## src/assert_macros.svh

```systemverilog
// Assertion helpers, compiled out when SYNTH is defined.
`ifndef ASSERT_MACROS_SVH
`define ASSERT_MACROS_SVH

`ifndef SYNTH
`define ASSERT_IMPLY(lbl, clk, rstn, ante, cons) \
    lbl: assert property (@(posedge clk) disable iff (!rstn) (ante) |-> (cons)) \
        else $error("implication check failed");
`define ASSERT_NEXT(lbl, clk, rstn, ante, cons) \
    lbl: assert property (@(posedge clk) disable iff (!rstn) (ante) |=> (cons)) \
        else $error("next-cycle check failed");
`else
`define ASSERT_IMPLY(lbl, clk, rstn, ante, cons)
`define ASSERT_NEXT(lbl, clk, rstn, ante, cons)
`endif

`endif

```

## src/owtm_pkg.sv

```systemverilog
package owtm_pkg;

    localparam int OWTM_QUEUE_DEPTH = 2;

    localparam logic [2:0] CMD_NONE  = 3'd0;
    localparam logic [2:0] CMD_RESET = 3'd1;
    localparam logic [2:0] CMD_WRITE = 3'd2;
    localparam logic [2:0] CMD_READ  = 3'd3;
    localparam logic [2:0] CMD_TEMP  = 3'd4;

    localparam logic [3:0] PH_IDLE      = 4'd0;
    localparam logic [3:0] PH_RST_LOW   = 4'd1;
    localparam logic [3:0] PH_RST_REL   = 4'd2;
    localparam logic [3:0] PH_PRES_WAIT = 4'd3;
    localparam logic [3:0] PH_PRES_LOW  = 4'd4;
    localparam logic [3:0] PH_W_A       = 4'd5;
    localparam logic [3:0] PH_W_B       = 4'd6;
    localparam logic [3:0] PH_R_STROBE  = 4'd7;
    localparam logic [3:0] PH_R_DELAY   = 4'd8;
    localparam logic [3:0] PH_R_RECOV   = 4'd9;

    localparam logic [2:0] REG_RESET_LOW     = 3'd0;
    localparam logic [2:0] REG_RELEASE_WAIT  = 3'd1;
    localparam logic [2:0] REG_PRESENCE_WAIT = 3'd2;
    localparam logic [2:0] REG_PRESENCE_LOW  = 3'd3;
    localparam logic [2:0] REG_SHORT_LOW     = 3'd4;
    localparam logic [2:0] REG_SLOT          = 3'd5;
    localparam logic [2:0] REG_SAMPLE_DELAY  = 3'd6;
    localparam logic [2:0] REG_READ_RECOVERY = 3'd7;

    localparam logic [7:0] ROM_SKIP   = 8'hCC;
    localparam logic [7:0] CONVERT_T  = 8'h44;
    localparam logic [7:0] READ_SCPAD = 8'hBE;

    typedef struct packed {
        logic [9:0] reset_low_us;
        logic [7:0] release_wait_us;
        logic [9:0] presence_wait_us;
        logic [9:0] presence_low_us;
        logic [5:0] short_low_us;
        logic [7:0] slot_us;
        logic [5:0] sample_delay_us;
        logic [7:0] read_recovery_us;
    } cfg_t;

    localparam cfg_t CFG_DEFAULT = '{
        reset_low_us:     10'd750,
        release_wait_us:  8'd15,
        presence_wait_us: 10'd200,
        presence_low_us:  10'd240,
        short_low_us:     6'd2,
        slot_us:          8'd60,
        sample_delay_us:  6'd12,
        read_recovery_us: 8'd50
    };

    typedef struct packed {
        logic [2:0] cmd;
        logic [7:0] tx_byte;
        logic       line_level;
    } q_item_t;

    // temperature sequence: reset, skip, convert, reset, skip, read scratchpad, 2 reads
    function automatic logic [3:0] seq_phase(input logic [2:0] step);
        logic [3:0] ph;
        unique case (step)
            3'd0, 3'd3: ph = PH_RST_LOW;
            3'd6, 3'd7: ph = PH_R_STROBE;
            default:    ph = PH_W_A;
        endcase
        return ph;
    endfunction

    function automatic logic [7:0] seq_byte(input logic [2:0] step);
        logic [7:0] b;
        unique case (step)
            3'd1, 3'd4: b = ROM_SKIP;
            3'd2:       b = CONVERT_T;
            3'd5:       b = READ_SCPAD;
            default:    b = 8'h00;
        endcase
        return b;
    endfunction

    // raw * 5/8, truncated toward zero
    function automatic logic [15:0] tenths_of(input logic [15:0] raw);
        logic [16:0] mag;
        logic [18:0] prod;
        logic [15:0] t;
        mag  = raw[15] ? (17'h10000 - {1'b0, raw}) : {1'b0, raw};
        prod = {mag, 2'b00} + {2'b00, mag};
        t    = prod[18:3];
        return raw[15] ? (16'd0 - t) : t;
    endfunction

endpackage

```

## src/one_wire_temp_sensor_master.sv

```systemverilog
// One-wire bus master stepped by one-microsecond ticks.
// Input channel (s_valid/s_ready): one transfer per tick, carrying s_mode (0 tick,
// 1 reset with presence check, 2 write byte, 3 read byte, 4 read temperature),
// s_tx_byte for writes and s_line_level, the bus level sampled in that tick.
// Output channel (m_valid/m_ready): exactly one transfer per input transfer, in
// order, with the bus drive for the tick, busy/done flags, the presence result,
// the last received byte and the last temperature in tenths of a degree.
// Configuration: cfg_we/cfg_addr/cfg_wdata set the eight timing registers;
// write them only while no tick is in flight.
// Each input transfer passes through a queue slot, then the engine and output
// register, to its result. Throughput: one tick per cycle while the receiver does
// not stall the output; the timing engine updates all of its state at once per tick.
// The input queue keeps accepting while a result waits on a stalled receiver
// until the queue is full; s_ready then drops and no tick is lost.
// Reset (aresetn low, synchronous) empties the queue and the output register,
// idles the engine, clears the presence flag and results and restores default timings.
module one_wire_temp_sensor_master
    import owtm_pkg::*;
#(
    parameter int QUEUE_DEPTH = OWTM_QUEUE_DEPTH
) (
    input  logic               aclk,
    input  logic               aresetn,
    input  logic               cfg_we,
    input  logic [2:0]         cfg_addr,
    input  logic [9:0]         cfg_wdata,
    input  logic               s_valid,
    output logic               s_ready,
    input  logic [2:0]         s_mode,
    input  logic [7:0]         s_tx_byte,
    input  logic               s_line_level,
    output logic               m_valid,
    input  logic               m_ready,
    output logic               m_drive_low,
    output logic               m_busy_res,
    output logic               m_done_res,
    output logic               m_device_absent,
    output logic [7:0]         m_rx_byte,
    output logic signed [15:0] m_temp_tenths,
    output logic               m_cmd_rejected
);

    cfg_t    cfg_reg;
    q_item_t q_item;
    logic    q_valid, q_ready;

    always_ff @(posedge aclk) begin
        if (!aresetn) begin
            cfg_reg <= CFG_DEFAULT;
        end else if (cfg_we) begin
            unique case (cfg_addr)
                REG_RESET_LOW:     cfg_reg.reset_low_us     <= cfg_wdata;
                REG_RELEASE_WAIT:  cfg_reg.release_wait_us  <= cfg_wdata[7:0];
                REG_PRESENCE_WAIT: cfg_reg.presence_wait_us <= cfg_wdata;
                REG_PRESENCE_LOW:  cfg_reg.presence_low_us  <= cfg_wdata;
                REG_SHORT_LOW:     cfg_reg.short_low_us     <= cfg_wdata[5:0];
                REG_SLOT:          cfg_reg.slot_us          <= cfg_wdata[7:0];
                REG_SAMPLE_DELAY:  cfg_reg.sample_delay_us  <= cfg_wdata[5:0];
                REG_READ_RECOVERY: cfg_reg.read_recovery_us <= cfg_wdata[7:0];
                default: begin
                end
            endcase
        end
    end

    owtm_front #(
        .QUEUE_DEPTH(QUEUE_DEPTH)
    ) u_front (
        .aclk         (aclk),
        .aresetn      (aresetn),
        .s_valid      (s_valid),
        .s_ready      (s_ready),
        .s_mode       (s_mode),
        .s_tx_byte    (s_tx_byte),
        .s_line_level (s_line_level),
        .q_valid      (q_valid),
        .q_ready      (q_ready),
        .q_item       (q_item)
    );

    owtm_back u_back (
        .aclk            (aclk),
        .aresetn         (aresetn),
        .cfg             (cfg_reg),
        .q_valid         (q_valid),
        .q_ready         (q_ready),
        .q_item          (q_item),
        .m_valid         (m_valid),
        .m_ready         (m_ready),
        .m_drive_low     (m_drive_low),
        .m_busy_res      (m_busy_res),
        .m_done_res      (m_done_res),
        .m_device_absent (m_device_absent),
        .m_rx_byte       (m_rx_byte),
        .m_temp_tenths   (m_temp_tenths),
        .m_cmd_rejected  (m_cmd_rejected)
    );

endmodule

```

## src/owtm_front.sv

```systemverilog
module owtm_front
    import owtm_pkg::*;
#(
    parameter int QUEUE_DEPTH = OWTM_QUEUE_DEPTH
) (
    input  logic       aclk,
    input  logic       aresetn,
    input  logic       s_valid,
    output logic       s_ready,
    input  logic [2:0] s_mode,
    input  logic [7:0] s_tx_byte,
    input  logic       s_line_level,
    output logic       q_valid,
    input  logic       q_ready,
    output q_item_t    q_item
);

    localparam int PTR_W = (QUEUE_DEPTH > 1) ? $clog2(QUEUE_DEPTH) : 1;
    localparam int CNT_W = $clog2(QUEUE_DEPTH + 1);
    localparam logic [PTR_W-1:0] LAST_PTR = PTR_W'(QUEUE_DEPTH - 1);
    localparam logic [CNT_W-1:0] FULL_CNT = CNT_W'(QUEUE_DEPTH);

    q_item_t          mem [QUEUE_DEPTH];
    logic [PTR_W-1:0] wr_ptr_reg, wr_ptr_next;
    logic [PTR_W-1:0] rd_ptr_reg, rd_ptr_next;
    logic [CNT_W-1:0] count_reg, count_next;
    logic             push, pop;
    q_item_t          in_item;

    always_comb begin
        in_item.tx_byte    = s_tx_byte;
        in_item.line_level = s_line_level;
        unique case (s_mode)
            CMD_RESET: in_item.cmd = CMD_RESET;
            CMD_WRITE: in_item.cmd = CMD_WRITE;
            CMD_READ:  in_item.cmd = CMD_READ;
            CMD_TEMP:  in_item.cmd = CMD_TEMP;
            default:   in_item.cmd = CMD_NONE;
        endcase
    end

    assign s_ready = (count_reg != FULL_CNT);
    assign q_valid = (count_reg != '0);
    assign q_item  = mem[rd_ptr_reg];
    assign push    = s_valid && s_ready;
    assign pop     = q_valid && q_ready;

    always_comb begin
        wr_ptr_next = wr_ptr_reg;
        rd_ptr_next = rd_ptr_reg;
        count_next  = count_reg;
        if (push) begin
            wr_ptr_next = (wr_ptr_reg == LAST_PTR) ? '0 : wr_ptr_reg + 1'b1;
        end
        if (pop) begin
            rd_ptr_next = (rd_ptr_reg == LAST_PTR) ? '0 : rd_ptr_reg + 1'b1;
        end
        if (push && !pop) begin
            count_next = count_reg + 1'b1;
        end else if (pop && !push) begin
            count_next = count_reg - 1'b1;
        end
    end

    always_ff @(posedge aclk) begin
        if (push) begin
            mem[wr_ptr_reg] <= in_item;
        end
    end

    always_ff @(posedge aclk) begin
        if (!aresetn) begin
            wr_ptr_reg <= '0;
            rd_ptr_reg <= '0;
            count_reg  <= '0;
        end else begin
            wr_ptr_reg <= wr_ptr_next;
            rd_ptr_reg <= rd_ptr_next;
            count_reg  <= count_next;
        end
    end

endmodule

```

## src/owtm_back.sv

```systemverilog
`include "assert_macros.svh"

module owtm_back
    import owtm_pkg::*;
(
    input  logic               aclk,
    input  logic               aresetn,
    input  cfg_t               cfg,
    input  logic               q_valid,
    output logic               q_ready,
    input  q_item_t            q_item,
    output logic               m_valid,
    input  logic               m_ready,
    output logic               m_drive_low,
    output logic               m_busy_res,
    output logic               m_done_res,
    output logic               m_device_absent,
    output logic [7:0]         m_rx_byte,
    output logic signed [15:0] m_temp_tenths,
    output logic               m_cmd_rejected
);

    logic [3:0]  phase_reg, phase_next;
    logic [9:0]  us_count_reg, us_count_next;
    logic [2:0]  bit_index_reg, bit_index_next;
    logic [7:0]  shift_reg, shift_next;
    logic [2:0]  step_reg, step_next;
    logic        temp_cmd_reg, temp_cmd_next;
    logic        absent_reg, absent_next;
    logic [7:0]  low_hold_reg, low_hold_next;
    logic [7:0]  last_rx_reg, last_rx_next;
    logic [15:0] last_temp_reg, last_temp_next;

    logic        m_valid_reg;
    logic        drive_reg, busy_reg, done_reg, rejected_reg;
    logic        drive, done, rejected;
    logic        pop;

    always_comb begin
        logic [3:0]  ph;
        logic [9:0]  us;
        logic [9:0]  inc;
        logic [2:0]  bi;
        logic [7:0]  sh;
        logic [2:0]  st;
        logic        tmp;
        logic        sub_end;
        logic        b;

        ph  = phase_reg;
        us  = us_count_reg;
        bi  = bit_index_reg;
        sh  = shift_reg;
        st  = step_reg;
        tmp = temp_cmd_reg;
        absent_next    = absent_reg;
        low_hold_next  = low_hold_reg;
        last_rx_next   = last_rx_reg;
        last_temp_next = last_temp_reg;
        drive    = 1'b0;
        done     = 1'b0;
        rejected = 1'b0;
        sub_end  = 1'b0;

        if (q_item.cmd != CMD_NONE) begin
            if (ph != PH_IDLE) begin
                rejected = 1'b1;
            end else begin
                tmp = (q_item.cmd == CMD_TEMP);
                st  = '0;
                us  = '0;
                bi  = '0;
                unique case (q_item.cmd)
                    CMD_RESET: begin
                        ph = PH_RST_LOW;
                        sh = 8'h00;
                    end
                    CMD_WRITE: begin
                        ph = PH_W_A;
                        sh = q_item.tx_byte;
                    end
                    CMD_READ: begin
                        ph = PH_R_STROBE;
                        sh = 8'h00;
                    end
                    default: begin
                        ph = seq_phase(3'd0);
                        sh = seq_byte(3'd0);
                    end
                endcase
            end
        end

        b   = sh[0];
        inc = us + 10'd1;

        unique case (ph)
            PH_IDLE: begin
            end
            PH_RST_LOW: begin
                drive = 1'b1;
                if (inc >= cfg.reset_low_us || inc == '0) begin
                    us = '0;
                    ph = PH_RST_REL;
                end else begin
                    us = inc;
                end
            end
            PH_RST_REL: begin
                if (inc >= {2'b00, cfg.release_wait_us} || inc == '0) begin
                    us = '0;
                    ph = PH_PRES_WAIT;
                end else begin
                    us = inc;
                end
            end
            PH_PRES_WAIT: begin
                if (us >= cfg.presence_wait_us) begin
                    absent_next = 1'b1;
                    sub_end     = 1'b1;
                end else if (!q_item.line_level) begin
                    ph = PH_PRES_LOW;
                    us = '0;
                end else begin
                    us = inc;
                end
            end
            PH_PRES_LOW: begin
                if (us >= cfg.presence_low_us) begin
                    absent_next = 1'b1;
                    sub_end     = 1'b1;
                end else if (q_item.line_level) begin
                    absent_next = 1'b0;
                    sub_end     = 1'b1;
                end else begin
                    us = inc;
                end
            end
            PH_W_A: begin
                drive = 1'b1;
                if (inc >= (b ? {4'b0, cfg.short_low_us} : {2'b00, cfg.slot_us})
                        || inc == '0) begin
                    us = '0;
                    ph = PH_W_B;
                end else begin
                    us = inc;
                end
            end
            PH_W_B: begin
                if (inc >= (b ? {2'b00, cfg.slot_us} : {4'b0, cfg.short_low_us})
                        || inc == '0) begin
                    us = '0;
                    sh = {1'b0, sh[7:1]};
                    if (bi == 3'd7) begin
                        sub_end = 1'b1;
                    end else begin
                        bi = bi + 3'd1;
                        ph = PH_W_A;
                    end
                end else begin
                    us = inc;
                end
            end
            PH_R_STROBE: begin
                drive = 1'b1;
                if (inc >= {4'b0, cfg.short_low_us} || inc == '0) begin
                    us = '0;
                    ph = PH_R_DELAY;
                end else begin
                    us = inc;
                end
            end
            PH_R_DELAY: begin
                if (inc >= {4'b0, cfg.sample_delay_us} || inc == '0) begin
                    us = '0;
                    ph = PH_R_RECOV;
                end else begin
                    us = inc;
                end
            end
            PH_R_RECOV: begin
                if (us == '0) begin
                    sh = {q_item.line_level, sh[7:1]};
                end
                if (inc >= {2'b00, cfg.read_recovery_us} || inc == '0) begin
                    us = '0;
                    if (bi == 3'd7) begin
                        last_rx_next = sh;
                        if (tmp && st == 3'd6) begin
                            low_hold_next = sh;
                        end else if (tmp && st == 3'd7) begin
                            last_temp_next = tenths_of({sh, low_hold_reg});
                        end
                        sub_end = 1'b1;
                    end else begin
                        bi = bi + 3'd1;
                        ph = PH_R_STROBE;
                    end
                end else begin
                    us = inc;
                end
            end
            default: begin
                ph = PH_IDLE;
            end
        endcase

        if (sub_end) begin
            if (!tmp || st == 3'd7) begin
                ph   = PH_IDLE;
                us   = '0;
                st   = '0;
                done = 1'b1;
            end else begin
                st = st + 3'd1;
                us = '0;
                bi = '0;
                ph = seq_phase(st);
                sh = seq_byte(st);
            end
        end

        phase_next     = ph;
        us_count_next  = us;
        bit_index_next = bi;
        shift_next     = sh;
        step_next      = st;
        temp_cmd_next  = tmp;
    end

    assign q_ready = !m_valid_reg || m_ready;
    assign pop     = q_valid && q_ready;

    always_ff @(posedge aclk) begin
        if (!aresetn) begin
            phase_reg     <= PH_IDLE;
            us_count_reg  <= '0;
            bit_index_reg <= '0;
            shift_reg     <= '0;
            step_reg      <= '0;
            temp_cmd_reg  <= 1'b0;
            absent_reg    <= 1'b0;
            low_hold_reg  <= '0;
            last_rx_reg   <= '0;
            last_temp_reg <= '0;
            m_valid_reg   <= 1'b0;
        end else begin
            if (pop) begin
                phase_reg     <= phase_next;
                us_count_reg  <= us_count_next;
                bit_index_reg <= bit_index_next;
                shift_reg     <= shift_next;
                step_reg      <= step_next;
                temp_cmd_reg  <= temp_cmd_next;
                absent_reg    <= absent_next;
                low_hold_reg  <= low_hold_next;
                last_rx_reg   <= last_rx_next;
                last_temp_reg <= last_temp_next;
                m_valid_reg   <= 1'b1;
            end else if (m_ready) begin
                m_valid_reg   <= 1'b0;
            end
        end
    end

    always_ff @(posedge aclk) begin
        if (pop) begin
            drive_reg    <= drive;
            busy_reg     <= (phase_next != PH_IDLE);
            done_reg     <= done;
            rejected_reg <= rejected;
        end
    end

    assign m_valid         = m_valid_reg;
    assign m_drive_low     = drive_reg;
    assign m_busy_res      = busy_reg;
    assign m_done_res      = done_reg;
    assign m_cmd_rejected  = rejected_reg;
    assign m_device_absent = absent_reg;
    assign m_rx_byte       = last_rx_reg;
    assign m_temp_tenths   = last_temp_reg;

    `ASSERT_IMPLY(a_done_not_busy, aclk, aresetn, m_valid_reg && done_reg, !busy_reg)
    `ASSERT_IMPLY(a_drive_busy, aclk, aresetn, m_valid_reg && drive_reg, busy_reg)
    `ASSERT_IMPLY(a_idle_count_clear, aclk, aresetn, phase_reg == PH_IDLE, us_count_reg == '0)
    `ASSERT_IMPLY(a_step_only_temp, aclk, aresetn, step_reg != '0, temp_cmd_reg)
    `ASSERT_NEXT(a_reject_keeps_state, aclk, aresetn, pop && rejected, phase_reg != PH_IDLE || m_done_res)

endmodule

```

## config.mk

```make
export PLATFORM = sky130hd
export DESIGN_NAME = one_wire_temp_sensor_master
export DESIGN_NICKNAME = d
export VERILOG_FILES = /design/src/owtm_pkg.sv /design/src/one_wire_temp_sensor_master.sv /design/src/owtm_front.sv /design/src/owtm_back.sv
export VERILOG_INCLUDE_DIRS = /design/src /design/src/src
export SDC_FILE = /design/constraint.sdc
export NUM_CORES = 1
export LEC_CHECK = 0
export BUFFER_PORTS_ARGS = -buffer_cell sky130_fd_sc_hd__clkbuf_2
export CORE_MARGIN = 8
export CORE_UTILIZATION = 45
export CTS_CLUSTER_DIAMETER = 100
export DETAILED_ROUTE_END_ITERATION = 16
export GPL_ROUTABILITY_DRIVEN = 0
export PLACE_DENSITY_LB_ADDON = 0.12
export SKIP_LAST_GASP = 1
export SYNTH_ARGS = -nofsm -noshare
export SYNTH_HDL_FRONTEND = slang
export SYNTH_SLANG_ARGS = --single-unit
```

## constraint.sdc

```tcl
create_clock -name aclk -period 8.95 [get_ports aclk]
set_input_delay 0.895 -clock aclk [delete_from_list [all_inputs] [get_ports aclk]]
set_output_delay 0.895 -clock aclk [all_outputs]
set_load 0.005 [all_outputs]
```

After elaboration in Yosys (flattened, before gate mapping):

Memories as Yosys holds them, arrays and structs flattened. A register that Yosys moved wholly into a read port is not among the register bits.
Index checks and enable logic that the tools add are counted.

* register bits after elaboration: 137
* memory bits (writable): 24
* input port bits: 30
* output and inout bits: 31
* memories: 1

* add/subtract/negate cells: 10
* magnitude comparators: 9
* equal/unequal tests: 36
* muxes and demuxes: 86
* bitwise gates (word level): 1
* reductions and logical operators: 48

Memory list
* u_front.mem: words 2, width 12, read ports 1, clocked after Yosys merged registers in 1, wr ports 1, RTL line owtm_front.sv:23 `q_item_t mem [QUEUE_DEPTH];`

Operators with widths (count)
* 2-to-1 mux 10 bit: 14
* case mux 10 bit (9 select lines): 1
* 2-to-1 mux 8 bit: 10
* 2-to-1 mux 4 bit: 15
* greater-or-equal comparator 10 bit: 5
* equality test 3 bit, second input constant: 13
* case mux 4 bit (9 select lines): 1
* 2-to-1 mux 3 bit: 11
* equality test 3 x 2 -> 1 bit, second input constant: 8
* case mux 8 bit (3 select lines): 1
* 2-to-1 mux 1 bit: 22
* greater-or-equal comparator 10 x 6 -> 1 bit: 2
* greater-or-equal comparator 10 x 8 -> 1 bit: 2
* zero test 10 bit: 2
* adder 19 x 17 -> 19 bit: 1
* case mux 3 bit (2 select lines): 3
* 2-to-1 mux 17 bit: 1
* subtractor 17 x 16 -> 17 bit, first input constant: 1
* equality test 4 x 3 -> 1 bit, second input constant: 4
* 2-to-1 mux 16 bit: 1
* case mux 8 bit (2 select lines): 1
* AND reduction 2 bit: 8
* subtractor 1 x 16 -> 16 bit, first input constant: 1
* case mux 3 bit (4 select lines): 1
* 29 further kinds: 61

Depth between registers and ports, before layout:

Gate-level depths: netlist (run 1).

* depth in word-level cells: 11
* gate-level depth with buffers: 30
* depth with buffers taken out: 24

Cells and area by module:

A second synthesis (run 1) with hierarchy kept.

* cells, all modules: 1339
* area, all modules: 11189.5 µm²

Modules (own cells, without submodules)
* owtm_back: times used 1, cells an instance 1028, area each 7492.2 µm²
* one_wire_temp_sensor_master: times used 1, cells an instance 246, area each 2582.5 µm²
* owtm_front: times used 1, cells an instance 65, area each 1114.8 µm²

Worst setup path before layout (run 1):

No wires, ideal clock.

* path type: register -> register
* from: memory u_front.mem[1][11] in the netlist's numbering
* to: register u_back.last_temp_reg[14] (netlist: u_back.m_temp_tenths[14])
* setup time: 0.086 ns
* arrival: 6.396 ns
* data required time: 8.864 ns
* slack: 2.469 ns
* cell stages (with the launch flop): 28
* clock period less this slack: 6.481 ns
* cells stage by stage: edfxtp_1 > or4b_1 > nand3_1 > buf_2 > clkbuf_1 > clkbuf_1 > and2_1 > inv_1 > ha_1 > nand4_1 > and2_1 > clkbuf_2 > buf_1 > o21a_1 > clkbuf_1 > buf_1 > o21ai_0 > fa_1 > a211oi_1 > o21bai_1 > a221oi_1 > o211ai_1 > a21o_1 > a21oi_1 > xnor2_1 > o31ai_2 > xnor2_1 > a211oi_1

RTL lines
* start, declared: RTL line owtm_front.sv:23
* end signal, assigned: RTL line owtm_back.sv:258 `last_temp_reg <= last_temp_next;`
* end, declared: RTL line owtm_back.sv:32 `logic [15:0] last_temp_reg, last_temp_next;`

==> out/metrics.yaml, run 1 <==
status: "completed"
required_ps: 9300
timing.rr.end: "u_back.m_temp_tenths[13]$_SDFFE_PN0P_"
ys_ff_latch: 162
vias: 9977
clkTransAtPathRegs_ps: 80
clock_skew_ps: 15.3
antenna_found_initial: 0
hold_violations: 0
crit_type: "flip-flop to flip-flop"
pin_count: 61
drc: 0
largest_reg_flops: 66
vias_per_cell: 5.75
cts_resized: 0
synth_edf_count: 28
p_per_area_nw_per_um2: 321
synthArstFlopShare: 0
grt_max_degree: 81
end_kind: "flip-flop"
clk_path_buf_depth: 2
chipHeight_um: 174
worstMarginPinSlew_ps: 1310
syn2layout_area_growth_pct: 10.2
start_kind: "flip-flop"
synth_area_um2: 11300
fin_nets: 1525
drive_gt1_frac: 0.108
fmax_ghz: 0.145
holdPathStages: 2
holdPathEnd: "cfg_reg[52]$_SDFFE_PN0P_"
slew_violations: 0
syn_inst: 1369
place_area_um2: 11800
finalCritPeriodShare: 0.769
synth_flop_cell: "dfxtp_1"
crit_arrival_ps: 7240
cts_buffers: 17
final_area_um2: 12400
drtIter0Drc: 805
clk_latency_ps: 450
max-slew-margin-rel: 0.122
wl_um: 31600
synth_top_area_frac: 0.237
synth_area_per_cell_um2: 8.25
syn_nets: 1501
yosysSeqAreaShare: 0.312
dr.pass1.iters: 5
core_area_um2: 24900
totalNegativeSetupSlack_ps: 0
crit_fanout: 23
postRouteAntennaNets: 0
setup_viol: 0
yosysMostFrequentCell: "nand2_1"
wl_per_cell_um: 18.2
grt_setup_unrepaired: "false"
netlist_top_cells_area: "dfxtp_1 24%, ha_1 11%, edfxtp_1 7.4%"
start_util: 0.454
worstRegToRegCells: 24
num_rows: 58
reg2reg_slack_ps: 2060
synth_common_cells: "179 x nand2_1, 134 x dfxtp_1, 114 x nor2_1, 101 x a21oi_1, 101 x ha_1"
hpwl_um: 22800
min_path_type: "flip-flop to flip-flop"
grt_pass1_vias: 9363
cts_setup_buffers: 0
ir_drop_mv: 0.248
p_leak_nw: 5.25
antenna_cells: 0
drv_cap: 0
yosys.area.top_type: "dfxtp_1"
cts_tree: "built"
die_area_um2: 30400
grt_usage: 0.206
hold_buffers: 0
cts_sinks: 162
grt.overflow.total: 0
fin_crit_ps: 6890
yosys_warnings: 0
yosysUniqueCellTypes: 95
port_buffers: 60
hold_start: "cfg_reg[52]$_SDFFE_PN0P_"
htree_num_levels: 4
die_w_um: 174
clockRootBuffer: "clkbuf_16"
grt_pass1_wl_um: 50800
==> worst max path at each step <==
stage                                      start                                    end  slack (ps)
finish                                 flip-flop  u_back.m_temp_tenths[13]$_SDFFE_PN0P_        2060
global route                           flip-flop  u_back.m_temp_tenths[13]$_SDFFE_PN0P_        1500
CTS                                    flip-flop  u_back.m_temp_tenths[13]$_SDFFE_PN0P_        2050
detailed placement                     flip-flop  u_back.m_temp_tenths[13]$_SDFFE_PN0P_        2120
global placement                       flip-flop  u_back.m_temp_tenths[13]$_SDFFE_PN0P_        2240
floorplan           u_front.mem[1][11]$_DFFE_PP_  u_back.m_temp_tenths[14]$_SDFFE_PN0P_        2470
==> per-stage QoR <==
step                      hold slack, ps  power [W]  setup WS [ps]  utilization  cells
after CTS                            457    0.00398           2050        0.500   1736
after global routing                 475    0.00427           1500        0.500   1736
after global placement               443    0.00320           2240        0.476   1704
after detailed placement             447    0.00321           2120        0.476   1704
after floorplan                      436    0.00271           2470            -   1369
final                                454    0.00400           2060        0.500   1736
==> final cells by class <==
cell class / instances / area, um^2
Tap cell: 330 / 413
Clock buffer: 17 / 425
Sequential cell: 162 / 3520
Inverter: 87 / 327
Fill cell: 2369 / 12400
Multi-Input combinational cell: 1052 / 7180
Clock inverter: 15 / 179
Timing Repair Buffer: 73 / 398
==> cell families (layout without fill, tap and decap cells) <==
group	Yosys count	in the layout	share of synthesized area
other cells	1	1	0.000332
mux	66	66	0.0599
compound gates	370	370	0.223
buf+inv	155	192	0.0534
fa+ha+maj	102	102	0.114
xor+xnor	54	54	0.0442
simple gates	459	459	0.194
flops	162	162	0.312
==> cells in the final DEF, fill, tap and decap left out, types with 5 or more instances in the layout <==
master	n
nand2_1	179
dfxtp_1	134
nor2_1	114
a21oi_1	101
ha_1	101
inv_1	85
o21ai_0	65
clkbuf_2	60
mux2i_1	57
xnor2_1	36
o211ai_1	35
nand3_1	28
edfxtp_1	28
a21o_1	26
nor3_1	25
nand2b_1	21
a211oi_1	21
and2_1	17
clkbuf_16	17
xor2_1	16
o31ai_1	13
a31oi_1	13
buf_4	13
nor2b_1	10
o21a_1	10
nand4_1	9
nor4_1	7
or3_1	7
and3_1	7
mux2_2	7
a221oi_1	6
o221a_2	6
a22o_1	6
and4_1	5
a32oi_1	5
==> per-layer routing <==
| layer | wire (um) | GRT usage |
|---|---|---|
| met1 | 15600 | 0.293 |
| met2 | 13500 | 0.310 |
| met3 | 1990 | 0.0375 |
| met4 | 505 | 0.0595 |
| met5 | 0 | 0 |
==> worst max-delay path, cell delays in order, from the launching register on <==
cell,delay [ps]
dfxtp_1,320
buf_4,270
or4b_1,540
nand3_1,210
and2_1,350
inv_1,80
ha_1,240
nand4_1,110
and2_1,530
nand2_1,140
o21ai_1,720
nor2_1,120
xnor2_1,200
and2_1,180
fa_1,420
a211oi_1,260
o21bai_1,130
a221oi_1,450
o21ai_0,170
a21oi_1,270
xor2_1,300
and4_4,300
a21oi_2,60
xnor2_1,180
a211oi_1,220
==> power breakdown <==
part | leakage, nW | internal, W | switching, W
registers | 1.35 | 0.000824 | 0.0000571
clock network | 0.295 | 0.000380 | 0.000379
logic | 3.61 | 0.000892 | 0.00147
total | 5.25 | 0.00210 | 0.00190
No activity file was read; power rests on OpenSTA's default activity.
==> run 2, diff against run 1 <==
==> constraint.sdc (replaced) <==
create_clock -name aclk -period 7.2 [get_ports aclk]
set_input_delay 0.72 -clock aclk [delete_from_list [all_inputs] [get_ports aclk]]
set_output_delay 0.72 -clock aclk [all_outputs]
set_load 0.005 [all_outputs]
==> run 2 against run 1 <==
Effect of this change: via count increased by 0.47%; first-iteration DRC count is 8.0% lower; sequential share of layout area fell by 0.30 points; critical path depth shrank 2; non-clock buffer count increased by 18; core utilization increased by 0.54 points; fmax increased by 13%; worst setup slack got worse by 940 ps; sequential cell count is the same; critical path type unchanged; largest cell class unchanged; highest routed layer unchanged.
==> out/metrics.yaml, run 2 (synthesis results as in run 1) <==
die_w_um: 174
cts_resized: 0
worstMarginPinSlew_ps: 1030
crit_type: "flip-flop to flip-flop"
fmax_ghz: 0.165
antenna_cells: 0
final_core_util: 0.505
p_per_area_nw_per_um2: 397
clk_latency_ps: 440
regToRegStartpoint: "u_front.mem[1][11]$_DFFE_PP_"
drc: 0
antenna_found_initial: 0
clock_skew_ps: 20.8
vias_per_cell: 5.71
critical_path.endpoint: "u_back.m_busy_res$_DFFE_PP_"
pin_count: 61
grt_pass1_vias: 9459
port_buffers: 60
worstRegToRegCells: 22
reg2reg_slack_ps: 1130
setup_viol: 0
wl_per_cell_um: 18.0
die_area_um2: 30400
p_leak_nw: 5.34
vias: 10000
end_kind: "flip-flop"
finalCritPeriodShare: 0.843
slew_violations: 0
syn2layout_area_growth_pct: 11.4
clkTransAtPathRegs_ps: 80
drtIter0Drc: 741
cts_sinks: 162
postRouteAntennaNets: 0
core_area_um2: 24900
cts_tree: "built"
num_rows: 58
hold_buffers: 0
drv_cap: 0
cts_setup_buffers: 0
drive_gt1_frac: 0.119
final_common_cell: "nand2_1"
timing.rr.end: "u_back.m_busy_res$_DFFE_PP_"
min_path_type: "flip-flop to flip-flop"
htree_num_levels: 4
clockRootBuffer: "clkbuf_16"
status: "completed"
cts_buffers: 17
chipHeight_um: 174
hold_violations: 0
totalNegativeSetupSlack_ps: 0
layout_common_cells: "179 x nand2_1, 134 x dfxtp_1, 114 x nor2_1"
grt_setup_unrepaired: "false"
hpwl_um: 23000
start_kind: "flip-flop"
grt_pass1_wl_um: 51000
max-slew-margin-rel: 0.314
largest_reg_flops: 66
grt_usage: 0.207
dr.pass1.iters: 5
grt_max_degree: 82
crit_arrival_ps: 6260
start_util: 0.454
fin_nets: 1543
grt.overflow.total: 0
post-place-ws_ps: 1220
required_ps: 7390
wl_um: 31600
ir_drop_mv: 0.287
crit_fanout: 13
fin_crit_ps: 6070
clk_path_buf_depth: 2
crit_start: "u_front.mem[1][11]$_DFFE_PP_"
fin_ws_ps: 1130
-- run 2: changes by cell type in the layout (fill, tap and decap cells not counted), sizes merged --
cell / change
clkinv: -1
buf: +18
clkinvlp: +1
-- run 2: power breakdown --
part / switching, W / internal [W] / leakage, nW
Sequential: 0.0000754 / 0.00102 / 1.35
Combinational: 0.00182 / 0.00114 / 3.70
Clock: 0.000467 / 0.000471 / 0.291
-- run 2: layout make-up --
type,count,area (um^2)
repair buffers,91,533
fillers,2390,12300
clock inverters,15,178
well taps,330,413
multi-input cells,1052,7180
flip-flops and latches,162,3520
clock buffers,17,425
inverters,87,327
-- run 2: routing by layer --
layer | routed length (um) | vias to the layer above | global-route usage
li1 | - | 5016 | -
met1 | 15800 | 4703 | 0.291
met2 | 13800 | 264 | 0.319
met3 | 1510 | 41 | 0.0362
met4 | 474 | 0 | 0.0556
met5 | 0 | - | 0
-- run 2: worst min-delay path by stage --
stage | startpoint | endpoint | slack, ps | cells past startpoint
finish | cfg_reg[55]$_SDFFE_PN0P_ | cfg_reg[55]$_SDFFE_PN0P_ | 460 | 2
global route | s_tx_byte[7] | u_front.mem[0][8]$_DFFE_PP_ | 450 | 1
CTS | s_tx_byte[6] | u_front.mem[0][7]$_DFFE_PP_ | 450 | 1
detailed placement | cfg_reg[37]$_SDFFE_PN0P_ | cfg_reg[37]$_SDFFE_PN0P_ | 450 | 2
global placement | cfg_reg[52]$_SDFFE_PN0P_ | cfg_reg[52]$_SDFFE_PN0P_ | 440 | 2
floorplan | u_back.temp_cmd_reg$_SDFFE_PN0P_ | u_back.temp_cmd_reg$_SDFFE_PN0P_ | 440 | 2
-- run 2: worst max-delay path, cell delays in order, from the launching register on --
cell and delay [ps]:
edfxtp_1 460, or4b_1 620, nand3_1 140, buf_4 200, nand2_1 200, inv_1 100
buf_4 220, ha_1 340, and2_1 310, nand2_1 100, xor2_1 180, nor2_1 60
buf_4 170, ha_1 290, a21o_1 160, a211oi_1 220, o21a_1 150, o21ai_0 80
a211oi_1 520, o21ai_0 180, or4b_1 500, o21a_1 200, or4_1 400
-- run 2: per-stage QoR --
stage / cells / hold WS (ps) / cell area (um^2) / power (W)
after global routing: 1754 / 446 / 12600 / 0.00535
final: 1754 / 458 / 12600 / 0.00500
after global placement: 1722 / 444 / 12000 / 0.00402
after floorplan: 1369 / 436 / 11300 / 0.00337
after CTS: 1754 / 447 / 12600 / 0.00499
after detailed placement: 1722 / 448 / 12000 / 0.00403
==> run 3, diff against run 2 <==
==> constraint.sdc (replaced) <==
create_clock -name aclk -period 5.95 [get_ports aclk]
set_input_delay 0.595 -clock aclk [delete_from_list [all_inputs] [get_ports aclk]]
set_output_delay 0.595 -clock aclk [all_outputs]
set_load 0.005 [all_outputs]
==> run 3 against run 2 <==
Effect of this change: core utilization is 0.42 points higher; clock power is 24% higher; register-to-register slack worse by 740 ps; non-clock buffer count is 7 higher; largest power group unchanged.
==> out/metrics.yaml, run 3 (synthesis results as in run 1) <==
status: "completed"
final_common_cell: "nand2_1"
cts_buffers: 17
critical_path.endpoint: "u_back.m_temp_tenths[15]$_SDFFE_PN0P_"
num_rows: 58
grt_pass1_wl_um: 51400
clk_latency_ps: 430
wl_um: 31600
hold_violations: 0
slowest_stage: "or4b_1"
setup_viol: 0
slew_violations: 0
clkTransAtPathRegs_ps: 80
dr_wl_met2_um: 13800
final_core_util: 0.510
hold_buffers: 0
clk_path_buf_depth: 2
dr.pass1.iters: 5
worstRegToRegCells: 23
grt_pass1_vias: 9568
port_buffers: 60
layout_common_cells: "179 x nand2_1, 134 x dfxtp_1, 114 x nor2_1"
top_layer: "met4"
cp_slowest_stage_delay_ps: 620
start_kind: "flip-flop"
wl_per_cell_um: 18.0
htree_num_levels: 4
crit_arrival_ps: 5880
die_w_um: 174
die_area_um2: 30400
required_ps: 6270
vias: 10000
final_area_um2: 12700
finalCritPeriodShare: 0.934
fillCellCount: 2391
clockRootBuffer: "clkbuf_16"
core_area_um2: 24900
cts_tree: "built"
fin_nets: 1550
worstMarginPinSlew_ps: 1070
chipHeight_um: 174
end_kind: "flip-flop"
timing.rr.end: "u_back.m_temp_tenths[15]$_SDFFE_PN0P_"
route.met3.wl_um: 1890
grt_setup_unrepaired: "true"
dp_cells: 1729
crit_type: "flip-flop to flip-flop"
vias_per_cell: 5.68
pin_count: 61
antenna_found_initial: 0
max-slew-margin-rel: 0.282
crit_start: "u_front.mem[1][11]$_DFFE_PP_"
regToRegStartpoint: "u_front.mem[1][11]$_DFFE_PP_"
postRouteAntennaNets: 0
antenna_cells: 0
p_per_area_nw_per_um2: 486
fin_crit_ps: 5560
ir_drop_mv: 0.454
path_cells: "or4b_1 > nand3_1 > and2_1 > inv_1 > ha_1 > nand4_1 > and2_1 > nand2_1 > o21a_1 > buf_4 > nand2_1 > o21ai_0 > fa_1 > a211oi_1 > o21bai_1 > a221oi_2 > o21ai_0 > a21oi_2 > xor2_1 > and4_4 > nand3_2 > o2111ai_1 > o32ai_1"
drive_gt1_frac: 0.129
place_area_um2: 12000
hpwl_um: 23200
start_util: 0.454
drc: 0
fin_hold_ws_ps: 341
min_path_type: "primary input to flip-flop"
cts_sinks: 162
final_cells: 1761
fmax_ghz: 0.180
p_leak_nw: 5.39
grt.overflow.total: 0
drtIter0Drc: 724
m1WireLength_um: 15400
grt_max_degree: 69
p_total_w: 0.00617
grt_usage: 0.207
drv_cap: 0
clock_skew_ps: 9.90
crit_fanout: 20
syn2layout_area_growth_pct: 12.3
reg2reg_slack_ps: 390
largest_reg_flops: 66
==> run 3: worst min-delay path by stage <==
stage                                           from                          endpoint  cells past startpoint
finish                                  s_tx_byte[0]       u_front.mem[0][1]$_DFFE_PP_                      1
global route                            s_tx_byte[3]       u_front.mem[0][4]$_DFFE_PP_                      1
CTS                                     s_tx_byte[3]       u_front.mem[1][4]$_DFFE_PP_                      1
detailed placement          cfg_reg[31]$_SDFFE_PN0P_          cfg_reg[31]$_SDFFE_PN0P_                      2
global placement            cfg_reg[29]$_SDFFE_PN0P_          cfg_reg[29]$_SDFFE_PN0P_                      2
floorplan           u_back.temp_cmd_reg$_SDFFE_PN0P_  u_back.temp_cmd_reg$_SDFFE_PN0P_                      2
==> run 3: what timing repair did <==
item,CTS,global route
resized for setup,0,5
endpoints found under the setup margin,0,6
setup buffers,0,0
==> run 3: per-stage QoR <==
step                setup TNS (ps)  setup slack [ps]
floorplan                    -3.57             -3.57
global placement                 0               439
detailed placement               0               345
CTS                              0               300
global route                  -100             -89.8
finish                           0               392
==> run 3: critical path: cells and delay by family (launching register included) <==
family / cells / cell delay [ps]
and+or+nand+nor: 9 / 1940
AOI/OAI and AO/OA: 9 / 1760
adders and majority gates: 2 / 700
DFF: 1 / 450
xor gates and xnor gates: 1 / 300
buffers and inverters: 2 / 270
==> run 3: layout make-up <==
class | instances | area (um^2) | area share
clock inverter | 15 | 199 | 0.0157
multi-input combinational | 1052 | 7210 | 0.569
clock buffer | 17 | 425 | 0.0335
timing repair buffer | 98 | 586 | 0.0462
tap | 330 | 413 | 0.0325
inverter | 87 | 327 | 0.0257
sequential | 162 | 3520 | 0.278
==> run 3: where the power goes <==
| part | internal (W) | switching (W) | leakage (nW) |
|---|---|---|---|
| clock network | 0.000581 | 0.000581 | 0.302 |
| logic | 0.00143 | 0.00226 | 3.73 |
| registers | 0.00124 | 0.0000777 | 1.35 |
| total | 0.00325 | 0.00292 | 5.39 |
==> run 3: routing by layer <==
metal	up-vias	GRT usage
met5	-	0
met2	313	0.321
met1	4624	0.294
met4	0	0.0495
met3	36	0.0345
li1	5033	-
